<file path="src/design/tbkt_pkg.sv">
// ----------------------------------------------------------------------------
// tbkt_pkg
// Shared types, codes and constants of the three-level token bucket limiter.
// ----------------------------------------------------------------------------
package tbkt_pkg;

  localparam int TOKEN_BITS   = 16;
  localparam int STAMP_BITS   = 32;
  localparam int CLIENT_SLOTS = 256;
  localparam int KEY_SLOTS    = 256;
  localparam int CLI_IDX_BITS = $clog2(CLIENT_SLOTS);
  localparam int KEY_IDX_BITS = $clog2(KEY_SLOTS);
  localparam int ENTRY_BITS   = TOKEN_BITS + STAMP_BITS;

  // Refill window in seconds and the width of a count of seconds inside it.
  localparam int WINDOW   = 60;
  localparam int WIN_BITS = 6;

  // A capacity splits into WINDOW * quo + rem.
  localparam int QUO_BITS = TOKEN_BITS - 5;

  // x / 60 for a 16-bit x: (x >> 2) * CAP_RECIP >> CAP_SHIFT is exact.
  localparam int CAP_RECIP = 17477;
  localparam int CAP_SHIFT = 18;

  // y / 15 for y below 1489: y * DIV15_MUL >> DIV15_SHIFT is exact.
  localparam int DIV15_MUL   = 1093;
  localparam int DIV15_SHIFT = 14;

  localparam logic [TOKEN_BITS-1:0] GLOBAL_LIMIT_RST = 16'd1000;
  localparam logic [TOKEN_BITS-1:0] CLIENT_LIMIT_RST = 16'd100;
  localparam logic [TOKEN_BITS-1:0] KEY_LIMIT_RST    = 16'd100;

  typedef enum logic [1:0] {
    ACT_TICK    = 2'd0,
    ACT_REQUEST = 2'd1,
    ACT_QUERY   = 2'd2,
    ACT_CLEAR   = 2'd3
  } action_t;

  typedef enum logic [1:0] {
    VERDICT_OK     = 2'd0,
    VERDICT_GLOBAL = 2'd1,
    VERDICT_CLIENT = 2'd2,
    VERDICT_KEY    = 2'd3
  } verdict_t;

  typedef enum logic [1:0] {
    CFG_GLOBAL_LIMIT = 2'd0,
    CFG_CLIENT_LIMIT = 2'd1,
    CFG_KEY_LIMIT    = 2'd2
  } cfg_idx_t;

  typedef enum logic [1:0] {
    ST_IDLE,
    ST_MUL,
    ST_ADD,
    ST_DONE
  } state_t;

  typedef struct packed {
    logic [TOKEN_BITS-1:0] limit;
    logic [QUO_BITS-1:0]   quo;
    logic [WIN_BITS-1:0]   rem;
  } cap_t;

  typedef struct packed {
    logic [STAMP_BITS-1:0] stamp;
    logic [TOKEN_BITS-1:0] tokens;
  } bucket_t;

  typedef struct packed {
    logic [TOKEN_BITS-1:0] tokens;
    logic [STAMP_BITS-1:0] stamp;
    logic [WIN_BITS-1:0]   left_new;
    logic [WIN_BITS-1:0]   left_old;
  } refill_t;

endpackage

</file>
<file path="src/design/tbkt_cfg.sv">
// ----------------------------------------------------------------------------
// tbkt_cfg
// Limit registers, each with its capacity split into whole tokens per second
// and a remainder, so that a refill needs no divider.
// ----------------------------------------------------------------------------
module tbkt_cfg
  import tbkt_pkg::*;
(
  input  logic                  clk,
  input  logic                  rst_n,
  input  logic                  cfg_we,
  input  logic [1:0]            cfg_index,
  input  logic [TOKEN_BITS-1:0] cfg_wdata,
  output cap_t                  glb_cap,
  output cap_t                  cli_cap,
  output cap_t                  key_cap
);

  logic [TOKEN_BITS-1:0] limit_r [3];
  logic [QUO_BITS-1:0]   quo_r [3];
  logic [WIN_BITS-1:0]   rem_r [3];
  logic [QUO_BITS-1:0]   quo_nxt [3];
  logic [WIN_BITS-1:0]   rem_nxt [3];
  logic [TOKEN_BITS+QUO_BITS+1:0] recip_prod [3];
  logic [TOKEN_BITS:0]   rem_wide [3];

  always_ff @(posedge clk) begin
    if (!rst_n) begin
      limit_r[0] <= GLOBAL_LIMIT_RST;
      limit_r[1] <= CLIENT_LIMIT_RST;
      limit_r[2] <= KEY_LIMIT_RST;
    end else if (cfg_we) begin
      case (cfg_idx_t'(cfg_index))
        CFG_GLOBAL_LIMIT: limit_r[0] <= cfg_wdata;
        CFG_CLIENT_LIMIT: limit_r[1] <= cfg_wdata;
        CFG_KEY_LIMIT:    limit_r[2] <= cfg_wdata;
        default: ;
      endcase
    end
  end

  // Quotient by reciprocal multiply; the split follows the limit in the next
  // cycle, before an item accepted after the write reaches the refill stage.
  always_comb begin
    for (int i = 0; i < 3; i++) begin
      recip_prod[i] = (TOKEN_BITS+QUO_BITS+2)'(limit_r[i][TOKEN_BITS-1:2])
                    * (TOKEN_BITS+QUO_BITS+2)'(CAP_RECIP);
      quo_nxt[i]    = recip_prod[i][CAP_SHIFT +: QUO_BITS];
      rem_wide[i]   = (TOKEN_BITS+1)'(limit_r[i])
                    - (TOKEN_BITS+1)'(quo_nxt[i]) * (TOKEN_BITS+1)'(WINDOW);
      rem_nxt[i]    = rem_wide[i][WIN_BITS-1:0];
    end
  end

  always_ff @(posedge clk) begin
    for (int i = 0; i < 3; i++) begin
      quo_r[i] <= quo_nxt[i];
      rem_r[i] <= rem_nxt[i];
    end
  end

  assign glb_cap = '{limit: limit_r[0], quo: quo_r[0], rem: rem_r[0]};
  assign cli_cap = '{limit: limit_r[1], quo: quo_r[1], rem: rem_r[1]};
  assign key_cap = '{limit: limit_r[2], quo: quo_r[2], rem: rem_r[2]};

endmodule

</file>
<file path="config.mk">
export PLATFORM = sky130hd
export DESIGN_NAME = tbkt_cfg
export DESIGN_NICKNAME = d
export VERILOG_FILES = /design/src/design/tbkt_pkg.sv /design/src/design/tbkt_cfg.sv
export SDC_FILE = /design/constraint.sdc
export NUM_CORES = 1
export LEC_CHECK = 0
export BUFFER_PORTS_ARGS = -buffer_cell sky130_fd_sc_hd__buf_4
export CAP_MARGIN = 25
export CORE_ASPECT_RATIO = 1.75
export CORE_MARGIN = 3
export CORE_UTILIZATION = 32
export DETAILED_ROUTE_END_ITERATION = 6
export PLACE_DENSITY = 0.49
export SYNTH_ARGS = -nofsm -noshare
export SYNTH_HDL_FRONTEND = slang
export SYNTH_SLANG_ARGS = --single-unit
</file>
<file path="constraint.sdc">
create_clock -name clk -period 5.5 [get_ports clk]
set_input_delay 0.275 -clock clk [delete_from_list [all_inputs] [get_ports clk]]
set_output_delay 0.275 -clock clk [all_outputs]
set_load 0.05 [all_outputs]
</file>
==> metrics.md <==
| Metric | Value |
|---|---|
| Status | `finished clean` |
| Max Slew Vio Count | `0` |
| Area Overhead vs Synth | `27.0%` |
| Starting Density | `32.5%` |
| CP Data Required Time | `5810 ps` |
| Core area | `0.0286 sq mm` |
| Final worst-path cycle share | `98.2%` |
| Vias | `6367` |
| Top cells by area, synth | `ha_1 37%, edfxtp_1 15%, fa_1 14%` |
| Final core occ | `roughly two fifths` |
| Critical-path top delay cell | `fa_1` |
| Hold crit path type | `primary input to flip-flop` |
| Ys async rst share | `0%` |
| Tmin final | `about 5400 ps` |
| Startpoint Class | `flip-flop` |
| CP Capture Type | `flip-flop` |
| Final setup violation count | `0` |
| Syn Area/Cell | `11.5 sq um` |
| DRC Markers | `0` |
| #FFs+latches synth | `between 90 and 100` |
| # H-tree levels | `3` |
| Num CTS Buffers | `9` |
| WP data arrival | `5710 ps` |
| ANT nets after route | `0` |
| Initial antenna violation count | `0` |
| Critical Path, Cell by Cell | `ha_1 > inv_1 > fa_1 > inv_2 > fa_1 > fa_2 > fa_1 > ha_4 > a21o_1 > a211oi_2 > o21a_1 > nor2_1 > o21a_1 > nor2_2 > xnor2_1 > ha_1 > ha_4 > ha_4 > inv_2 > ha_4 > a21oi_2 > xnor2_1 > xnor2_1` |
| Total track usage | `14.9%` |
| Via/cell ratio | `4.63` |
| Place WS | `-12.7 ps` |
| # nets final | `approximately 1400` |
| RSZ-0062 raised after global routing | `yes` |
| Root buffer cell | `clkbuf_16` |
| Top cell type by total area after synthesis | `ha_1` |
| CP max stage delay | `540 ps` |
| HPWL after detailed placement | `19000 um` |
| DIE AREA | `0.0312 sq mm` |
| DR pass1 iterations | `4` |
| Worst slew pin tran | `399 ps` |
| Largest net degree at the start of global routing | `22` |
| Clk_skew | `15.0 ps` |
| Worst-Skew Late Latency | `between 300 and 400 ps` |
| Post-synth EDFFs | `48` |
| Longest Clk Path Bufs | `2` |
| Post-synthesis cell count | `about 810` |
| Synth Cell Area | `0.00931 sq mm` |
| Share of post-route cells with drive strength above 1 | `26.9%` |
| Register area share after synthesis | `26.5%` |
| TritonCTS clock tree | `yes` |
| # rows | `82` |
| Rel. slew slack | `between 70% and 80%` |
| RD Place Congestion | `0.809` |
| Unique cell type count in the Yosys netlist | `50` |
| Routed wire length | `around 22000 um` |
| Initial DRC count | `125` |
| Worst-path clk slew | `approximately 90 ps` |
| Die height | `roughly 230 um` |
| Placed insts | `1351` |
| Clk sinks | `approximately 100` |
| Setup ws final | `roughly 100 ps` |
| Max Cap Viol | `0` |
| WS Path Type | `flip-flop to flip-flop` |
| Crit-path max FO | `3` |
| # port buffers | `roughly 120` |
| Vias in the first global route | `6914` |
| Post-synth top area share | `37.1%` |
| Grt ovf | `0` |
| Crit-path most repeated cell | `ha_4` |
| I/O pins | `120` |
| F_max | `185 MHz` |
| Yosys synthesis warning count | `0` |
| Diodes inserted | `0` |
| Finished Layout Cells | `1374` |
| Avg WL per Cell | `16.1 um` |
| Final Hold Viols | `0` |
| Syn Nets | `1168` |
| Chip Width | `135 um` |
| Primary FF master, synth | `dfxtp_1` |
| First-pass GRT wire length | `35200 um` |
flip-flops by register name (all words and copies together) (netlist names):
| register | count |
|---|---|
| quo_r | 33 |
| limit_r | 48 |
| rem_r | 18 |
routing by layer:
metal  routed length [um]  track usage, %
met1                 7910            14.6
met2                12900            29.8
met3                  825            3.02
met5                    0               0
met4                  518            5.54
critical path, delay by kind of cell, from the launching register on:
family                   cells  cell delay, ps
AO/OA/AOI/OAI                5             810
XOR/XNOR                     3             440
adder cells (fa/ha/maj)     10            3290
buffers and inverters        3             160
flip-flops                   1             450
AND/OR/NAND/NOR              2             160
final timing paths:
path / to / cells past startpoint / from / slack (ps)
setup / recovery: rem_r[0][5]$_DFF_P_ / 23 / limit_r[0][12]$_DFFE_PP_ / 100
hold / removal: limit_r[0][8]$_SDFFCE_PP1P_ / 2 / cfg_wdata[8] / 160
setup reg to reg: rem_r[0][5]$_DFF_P_ / 23 / limit_r[0][12]$_DFFE_PP_ / 100
hold reg to reg: rem_r[0][13]$_DFF_P_ / 0 / limit_r[0][33]$_DFFE_PP_ / 370
synth_stat cells, drive strengths merged, types with 2 or more instances:
| cell type | instances |
|---|---|
| o211ai | 2 |
| nor2 | 21 |
| a31oi | 10 |
| inv | 135 |
| nand2 | 16 |
| clkbuf | 3 |
| edfxtp | 48 |
| and3 | 2 |
| dfxtp | 51 |
| ha | 276 |
| nor2b | 2 |
| o21a | 6 |
| nand4 | 6 |
| fa | 63 |
| a211oi | 4 |
| a41oi | 2 |
| xnor2 | 37 |
| a21o | 15 |
| xor2 | 11 |
| nand3 | 10 |
| nand4b | 3 |
| o21ai | 16 |
| and2 | 14 |
| nand2b | 8 |
| o2111ai | 2 |
| nor3 | 7 |
| a21oi | 16 |
| o21bai | 3 |
| buf | 6 |
cell families after synthesis:
logic type	after synthesis	share of synthesized area (%)
fa+ha+maj	339	50.7
buf+inv	144	6.05
flops	99	26.5
simple gates	93	5.26
compound gates	84	6.95
xor+xnor	48	4.52
mux	1	0.108
area by class of cell:
class	count	area, sq um
multi-input combinational	565	6680
sequential	99	2460
clock buffer	9	225
tap	378	473
inverter	135	507
clock inverter	7	105
timing repair buffer	181	1360
fill	2807	16800
repair_timing:
action	CTS	global route
endpoints found under the setup margin	2	4
pin swaps	1	22
setup buffers	0	7
hold buffers	0	0
resized for setup	2	27
layout by cell type, fill, tap and decap left out, drive strengths merged, types with 2 or more instances in the layout:
| cell type | netlist | layout |
|---|---|---|
| nand2 | 16 | 16 |
| ha | 276 | 276 |
| nor2 | 21 | 21 |
| fa | 63 | 63 |
| nand2b | 8 | 8 |
| and3 | 2 | 2 |
| inv | 135 | 138 |
| buf | 6 | 181 |
| clkinv | 0 | 3 |
| nand4 | 6 | 6 |
| o211ai | 2 | 2 |
| dfxtp | 51 | 51 |
| nor2b | 2 | 2 |
| o21ai | 16 | 16 |
| xnor2 | 37 | 37 |
| o21bai | 3 | 3 |
| a41oi | 2 | 2 |
| xor2 | 11 | 11 |
| a211oi | 4 | 4 |
| nand4b | 3 | 3 |
| edfxtp | 48 | 48 |
| nor3 | 7 | 7 |
| a31oi | 10 | 10 |
| a21o | 15 | 15 |
| and2 | 14 | 14 |
| clkbuf | 3 | 9 |
| nand3 | 10 | 10 |
| o21a | 6 | 6 |
| a21oi | 16 | 16 |
| o2111ai | 2 | 2 |
per-stage QoR:
step	setup TNS [ps]	area (sq um)	hold WS [ps]
2_1_floorplan	-44.1	9550	349
3_3_place_gp	0	11300	352
3_5_place_dp	-12.7	11300	358
4_1_cts	-1.49	11600	132
5_1_grt	-384	11800	157
6_report	0	11800	156
Power is left out: the tool's default activity adds up to more than one toggle a clock period on the data nets, which glitch-free logic cannot reach.
