`src/design/tbkt_pkg.sv`:
```
// ----------------------------------------------------------------------------
// tbkt_pkg
// Shared types, codes and constants of the three-level token bucket limiter.
// ----------------------------------------------------------------------------
package tbkt_pkg;

  localparam int TOKEN_BITS   = 16;
  localparam int STAMP_BITS   = 32;
  localparam int CLIENT_SLOTS = 256;
  localparam int KEY_SLOTS    = 256;
  localparam int CLI_IDX_BITS = $clog2(CLIENT_SLOTS);
  localparam int KEY_IDX_BITS = $clog2(KEY_SLOTS);
  localparam int ENTRY_BITS   = TOKEN_BITS + STAMP_BITS;

  // Refill window in seconds and the width of a count of seconds inside it.
  localparam int WINDOW   = 60;
  localparam int WIN_BITS = 6;

  // A capacity splits into WINDOW * quo + rem.
  localparam int QUO_BITS = TOKEN_BITS - 5;

  // x / 60 for a 16-bit x: (x >> 2) * CAP_RECIP >> CAP_SHIFT is exact.
  localparam int CAP_RECIP = 17477;
  localparam int CAP_SHIFT = 18;

  // y / 15 for y below 1489: y * DIV15_MUL >> DIV15_SHIFT is exact.
  localparam int DIV15_MUL   = 1093;
  localparam int DIV15_SHIFT = 14;

  localparam logic [TOKEN_BITS-1:0] GLOBAL_LIMIT_RST = 16'd1000;
  localparam logic [TOKEN_BITS-1:0] CLIENT_LIMIT_RST = 16'd100;
  localparam logic [TOKEN_BITS-1:0] KEY_LIMIT_RST    = 16'd100;

  typedef enum logic [1:0] {
    ACT_TICK    = 2'd0,
    ACT_REQUEST = 2'd1,
    ACT_QUERY   = 2'd2,
    ACT_CLEAR   = 2'd3
  } action_t;

  typedef enum logic [1:0] {
    VERDICT_OK     = 2'd0,
    VERDICT_GLOBAL = 2'd1,
    VERDICT_CLIENT = 2'd2,
    VERDICT_KEY    = 2'd3
  } verdict_t;

  typedef enum logic [1:0] {
    CFG_GLOBAL_LIMIT = 2'd0,
    CFG_CLIENT_LIMIT = 2'd1,
    CFG_KEY_LIMIT    = 2'd2
  } cfg_idx_t;

  typedef enum logic [1:0] {
    ST_IDLE,
    ST_MUL,
    ST_ADD,
    ST_DONE
  } state_t;

  typedef struct packed {
    logic [TOKEN_BITS-1:0] limit;
    logic [QUO_BITS-1:0]   quo;
    logic [WIN_BITS-1:0]   rem;
  } cap_t;

  typedef struct packed {
    logic [STAMP_BITS-1:0] stamp;
    logic [TOKEN_BITS-1:0] tokens;
  } bucket_t;

  typedef struct packed {
    logic [TOKEN_BITS-1:0] tokens;
    logic [STAMP_BITS-1:0] stamp;
    logic [WIN_BITS-1:0]   left_new;
    logic [WIN_BITS-1:0]   left_old;
  } refill_t;

endpackage

```
`src/design/tbkt_refill.sv`:
```
// ----------------------------------------------------------------------------
// tbkt_refill
// Two-stage refill lane for one bucket: elapsed time and partial products,
// then the fractional part, the sum and the clamp to capacity.
// ----------------------------------------------------------------------------
module tbkt_refill
  import tbkt_pkg::*;
(
  input  logic                  clk,
  input  logic                  en_mul,
  input  logic                  en_add,
  input  logic [STAMP_BITS-1:0] now,
  input  bucket_t               entry,
  input  logic                  fresh,
  input  cap_t                  cap,
  output refill_t               result
);

  localparam int AE_BITS   = QUO_BITS + WIN_BITS;
  localparam int BE_BITS   = 2 * WIN_BITS;
  localparam int FP_BITS   = DIV15_SHIFT + 7;
  localparam int SUM_BITS  = TOKEN_BITS + 2;

  logic [TOKEN_BITS-1:0] base_tok;
  logic [STAMP_BITS-1:0] base_stamp;
  logic [STAMP_BITS-1:0] elapsed;
  logic                  full;
  logic [WIN_BITS-1:0]   secs;
  logic [WIN_BITS-1:0]   left;

  logic [TOKEN_BITS-1:0] tok_r;
  logic [STAMP_BITS-1:0] stamp_r;
  logic                  full_r;
  logic                  zero_r;
  logic [AE_BITS-1:0]    ae_r;
  logic [BE_BITS-1:0]    be_r;
  logic [WIN_BITS-1:0]   left_new_r;
  logic [WIN_BITS-1:0]   left_old_r;

  logic [FP_BITS-1:0]    frac_prod;
  logic [SUM_BITS-1:0]   sum;
  logic [TOKEN_BITS-1:0] tok_nxt;
  refill_t               res_r;

  // An entry seen for the first time starts full with a stamp of now.
  always_comb begin
    base_tok   = fresh ? cap.limit : entry.tokens;
    base_stamp = fresh ? now : entry.stamp;
    elapsed    = now - base_stamp;
    full       = elapsed >= STAMP_BITS'(WINDOW);
    secs       = elapsed[WIN_BITS-1:0];
    left       = WIN_BITS'(WINDOW) - secs;
  end

  always_ff @(posedge clk) begin
    if (en_mul) begin
      tok_r      <= base_tok;
      stamp_r    <= full ? now : base_stamp;
      full_r     <= full;
      zero_r     <= (elapsed == '0);
      ae_r       <= AE_BITS'(cap.quo) * AE_BITS'(secs);
      be_r       <= BE_BITS'(cap.rem) * BE_BITS'(secs);
      left_new_r <= full ? WIN_BITS'(WINDOW) : left;
      left_old_r <= full ? '0 : left;
    end
  end

  // capacity * secs / 60 = quo * secs + (rem * secs) / 60.
  always_comb begin
    frac_prod = FP_BITS'(be_r[BE_BITS-1:2]) * FP_BITS'(DIV15_MUL);
    sum       = SUM_BITS'(tok_r) + SUM_BITS'(ae_r)
              + SUM_BITS'(frac_prod[DIV15_SHIFT +: 7]);
    if (full_r) begin
      tok_nxt = cap.limit;
    end else if (zero_r) begin
      tok_nxt = tok_r;
    end else if (sum > SUM_BITS'(cap.limit)) begin
      tok_nxt = cap.limit;
    end else begin
      tok_nxt = sum[TOKEN_BITS-1:0];
    end
  end

  always_ff @(posedge clk) begin
    if (en_add) begin
      res_r <= '{tokens: tok_nxt, stamp: stamp_r, left_new: left_new_r,
                 left_old: left_old_r};
    end
  end

  assign result = res_r;

endmodule

```
`config.mk`:
```
export PLATFORM = sky130hd
export DESIGN_NAME = tbkt_refill
export DESIGN_NICKNAME = d
export VERILOG_FILES = /design/src/design/tbkt_pkg.sv /design/src/design/tbkt_refill.sv
export SDC_FILE = /design/constraint.sdc
export NUM_CORES = 1
export LEC_CHECK = 0
export BUFFER_PORTS_ARGS = -buffer_cell sky130_fd_sc_hd__buf_4
export CAP_MARGIN = 25
export CORE_MARGIN = 4
export CORE_UTILIZATION = 60
export DETAILED_ROUTE_END_ITERATION = 6
export PLACE_DENSITY = 0.83
export SYNTH_ARGS = -nofsm -noshare
export SYNTH_HDL_FRONTEND = slang
export SYNTH_SLANG_ARGS = --single-unit
```
`constraint.sdc`:
```
create_clock -name clk -period 11.05 [get_ports clk]
set_input_delay 2.21 -clock clk [delete_from_list [all_inputs] [get_ports clk]]
set_output_delay 2.21 -clock clk [all_outputs]
set_load 0.05 [all_outputs]
```
==> reports/summary.txt <==
Status: complete, no violations
Io pins: 177
Final Hold Fails: 0
Synth top cells by count: 172 x inv_1, 158 x ha_1, 145 x edfxtp_1, 90 x nand2_1, 72 x fa_1
Post-Syn Nets: 1,599
Dominant synthesized flop cell: edfxtp_1
Routability Congestion: 0.9254
Rows: 53
Max Freq: 113.2 MHz
Post-Syn Area: 0.01313 sq mm
Clk Latency, worst-skew pair: 0.43 ns
Pin count of the biggest net entering global routing: 59
Mean Syn Cell Area: 10.48 sq um
Number of remaining DRC errors: 0
Initial antenna violation count: 0
Setup TNS Final: 0 ns
Routed Antenna Nets: 0
Power Density: 309.5 mW/mm^2
Yosys top cell by area: edfxtp_1
CP endpoint kind: register
Leak pwr: 0.007087 uW
Warnings, synthesis: 0
R2r setup slk: 2.22 ns
RSZ-0062 raised after global routing: no
Final min period: 8.830 ns
RR Endpoint: result[53]
Share of layout cells above drive strength 1: 17.46%
Layout area overhead: 16.14%
Total Routing Usage GR: 26.34%
Crit Path Category: register to register
CP max stage cell: a21oi_1
Inserted Clock Buffers: 17
Dpl cells: 1,670
Skew final: 0.009960 ns
Core area: 0.02129 sq mm
Drt pass-1 iters: 5
Post-CTS Resized: 0
Seq pwr share: 17.5%
R2r worst-path depth: 37
Critical Path Max Stage Delay: 0.49 ns
Unique masters post-synth: 83
Utilization after layout: 71.61%
Worst Min Path Start: left_old_r[2]
Total Power: 4717 uW
Slew HR: 29.78%
Die footprint: 0.02430 sq mm
Starting Density: 61.66%
Clock sink count: 145
CP dominant cell by count: ha_1
End of the worst hold path: result[2]
Mean routed wirelength per cell: 18.31 um
Final setup viols: 0
H-tree levels: 4
Final std cells w/o fill: 1,701
Max-cap violations: 0
Fin Hold WS: 0.4174 ns
Max-slew violations: 0
Vias per inst: 5.903
CTS root buf: clkbuf_16
Clock-pin slew on the worst setup and hold paths: 0.06 ns
Post-synth top area share: 33.17%
Cells on Worst Hold Path: 0
Tcrit/Tclk final: 79.91%
Number of global-route vias before repair: 10.40k
Count leader, synth: inv_1
Pint: 2590 uW
R2R Path Start: be_r[5]
CTS tree: yes
DP Wirelength: 23,980 um
Grt total ovfl: 0
Total wire length: 31,150 um
Worst hold path type: register to register
Logic pwr share: 69.8%
Post-CTS setup buffers: 0
DRT iter0 DRCs: 641
Cells after Synth: 1,252
Antenna diode count: 0
Die Ht: 155.9 um
Seq/Total Area, Yosys: 33.17%
I/O Buffers: 176
First-pass GRT wire length: 51,390 um
Via Count: 10.04k
Ys async rst share: 0%
Worst vdd ir: 258.7 uV
Die width: 155.9 um
Share of power burned in the clock network: 12.7%
CP arrival: 9.12 ns
Measured slew at the worst slew-check pin: 1.053 ns
Final net count: 1,763
Max clock buf depth: 2
CP Max Fanout: 17
Switching Share: 45.10%
Filler instances: 1,535
Synth area leaders: edfxtp_1 33%, ha_1 15%, fa_1 11%
Critical Path RT: 11.34 ns
Startpoint Class: register
#FFs+latches synth: 145
Number of enable flip-flop cells after synthesis: 145
Post-CTS Hold Fix Bufs: 0
Switching pwr: 2128 uW
cells by family after synthesis:
group	after synthesis	synth area share, %
DFF	145	33.17
muxes	83	6.511
buffers and inverters	213	6.644
xor gates and xnor gates	53	3.537
and+or+nand+nor	300	11.54
adders and majority gates	230	26.04
AOI/OAI and AO/OA	228	12.55
power groups by stage:
stage,Combinational (uW),Clock (uW),Sequential [uW]
after CTS,3300,606,826
after global placement,3100,0,831
after global routing,3780,633,834
after floorplan,2420,0,900
after detailed placement,3250,0,835
final,3290,599,825
state kept, by name, indices dropped and copies added, names as in the netlist:
signal,flops
stamp_r,32
result,58
full_r,1
be_r,10
zero_r,1
ae_r,17
left_old_r,4
left_new_r,6
tok_r,16
stage by stage:
| stage | cell area, sq um | setup slack (ns) |
|---|---|---|
| global route | 15240 | 1.603 |
| global placement | 14630 | 2.422 |
| detailed placement | 14630 | 1.959 |
| finish | 15240 | 2.220 |
| CTS | 15220 | 1.951 |
| floorplan | 13130 | 2.417 |
cells in the final DEF (no fill, tap or decap), types with 5 or more instances in the layout:
| cell type | netlist | final |
|---|---|---|
| mux2i_1 | 64 | 64 |
| nor2b_1 | 11 | 11 |
| nand2_1 | 90 | 90 |
| o21a_1 | 9 | 9 |
| a21oi_1 | 66 | 66 |
| nor3_1 | 33 | 33 |
| inv_1 | 172 | 172 |
| nand2b_1 | 16 | 16 |
| and3b_1 | 5 | 5 |
| and3_1 | 11 | 11 |
| nand4_1 | 9 | 9 |
| nor2_1 | 53 | 53 |
| mux2_2 | 17 | 17 |
| a21o_1 | 25 | 25 |
| xor2_1 | 16 | 16 |
| ha_1 | 158 | 158 |
| a31oi_1 | 7 | 7 |
| xnor2_1 | 37 | 37 |
| or3_1 | 7 | 7 |
| nand3_1 | 11 | 11 |
| clkbuf_16 | 0 | 17 |
| o211ai_1 | 5 | 5 |
| fa_1 | 72 | 72 |
| buf_4 | 2 | 184 |
| and2_1 | 37 | 37 |
| o22a_1 | 16 | 16 |
| o31a_1 | 5 | 5 |
| o21bai_1 | 16 | 16 |
| a211oi_1 | 6 | 6 |
| o21ai_0 | 19 | 19 |
| edfxtp_1 | 145 | 145 |
routing by layer:
layer | GRT usage, % | share of wire, % | vias up
met5 | 0 | 0 | -
met4 | 7.503 | 2.0 | 0
met3 | 5.881 | 7.0 | 56
met2 | 43.15 | 47 | 364
met1 | 35.49 | 44 | 4868
li1 | - | - | 4753
area by class of cell:
cell class | count | area (sq um) | share of cell area, %
Clock buffer | 18 | 429.2 | 2.815
Clock inverter | 11 | 166.4 | 1.092
Inverter | 173 | 649.4 | 4.260
Multi-Input combinational cell | 894 | 7908 | 51.88
Sequential cell | 145 | 4354 | 28.56
Tap cell | 275 | 344.1 | 2.257
Timing Repair Buffer | 185 | 1393 | 9.136
how the worst max path moves through the flow:
stage | cells past startpoint | slack (ns) | end | start
6_report | 37 | 2.22 | result[53] | be_r[5]
2_1_floorplan | 26 | 2.42 | ae_r[15] | fresh
3_3_place_gp | 36 | 2.42 | result[46] | be_r[5]
3_5_place_dp | 34 | 1.96 | result[58] | be_r[5]
5_1_grt | 37 | 1.60 | result[48] | be_r[5]
4_1_cts | 34 | 1.95 | result[58] | be_r[5]
critical path: cells and delay by family, from the launching register on:
| kind | cells | cell delay (ns) |
|---|---|---|
| DFF | 1 | 0.48 |
| buffers and inverters | 5 | 0.68 |
| and+or+nand+nor | 5 | 0.96 |
| xor gates and xnor gates | 2 | 0.33 |
| AOI/OAI and AO/OA | 16 | 3.63 |
| adders and majority gates | 9 | 2.62 |
Power figures use the tool's default switching activity.
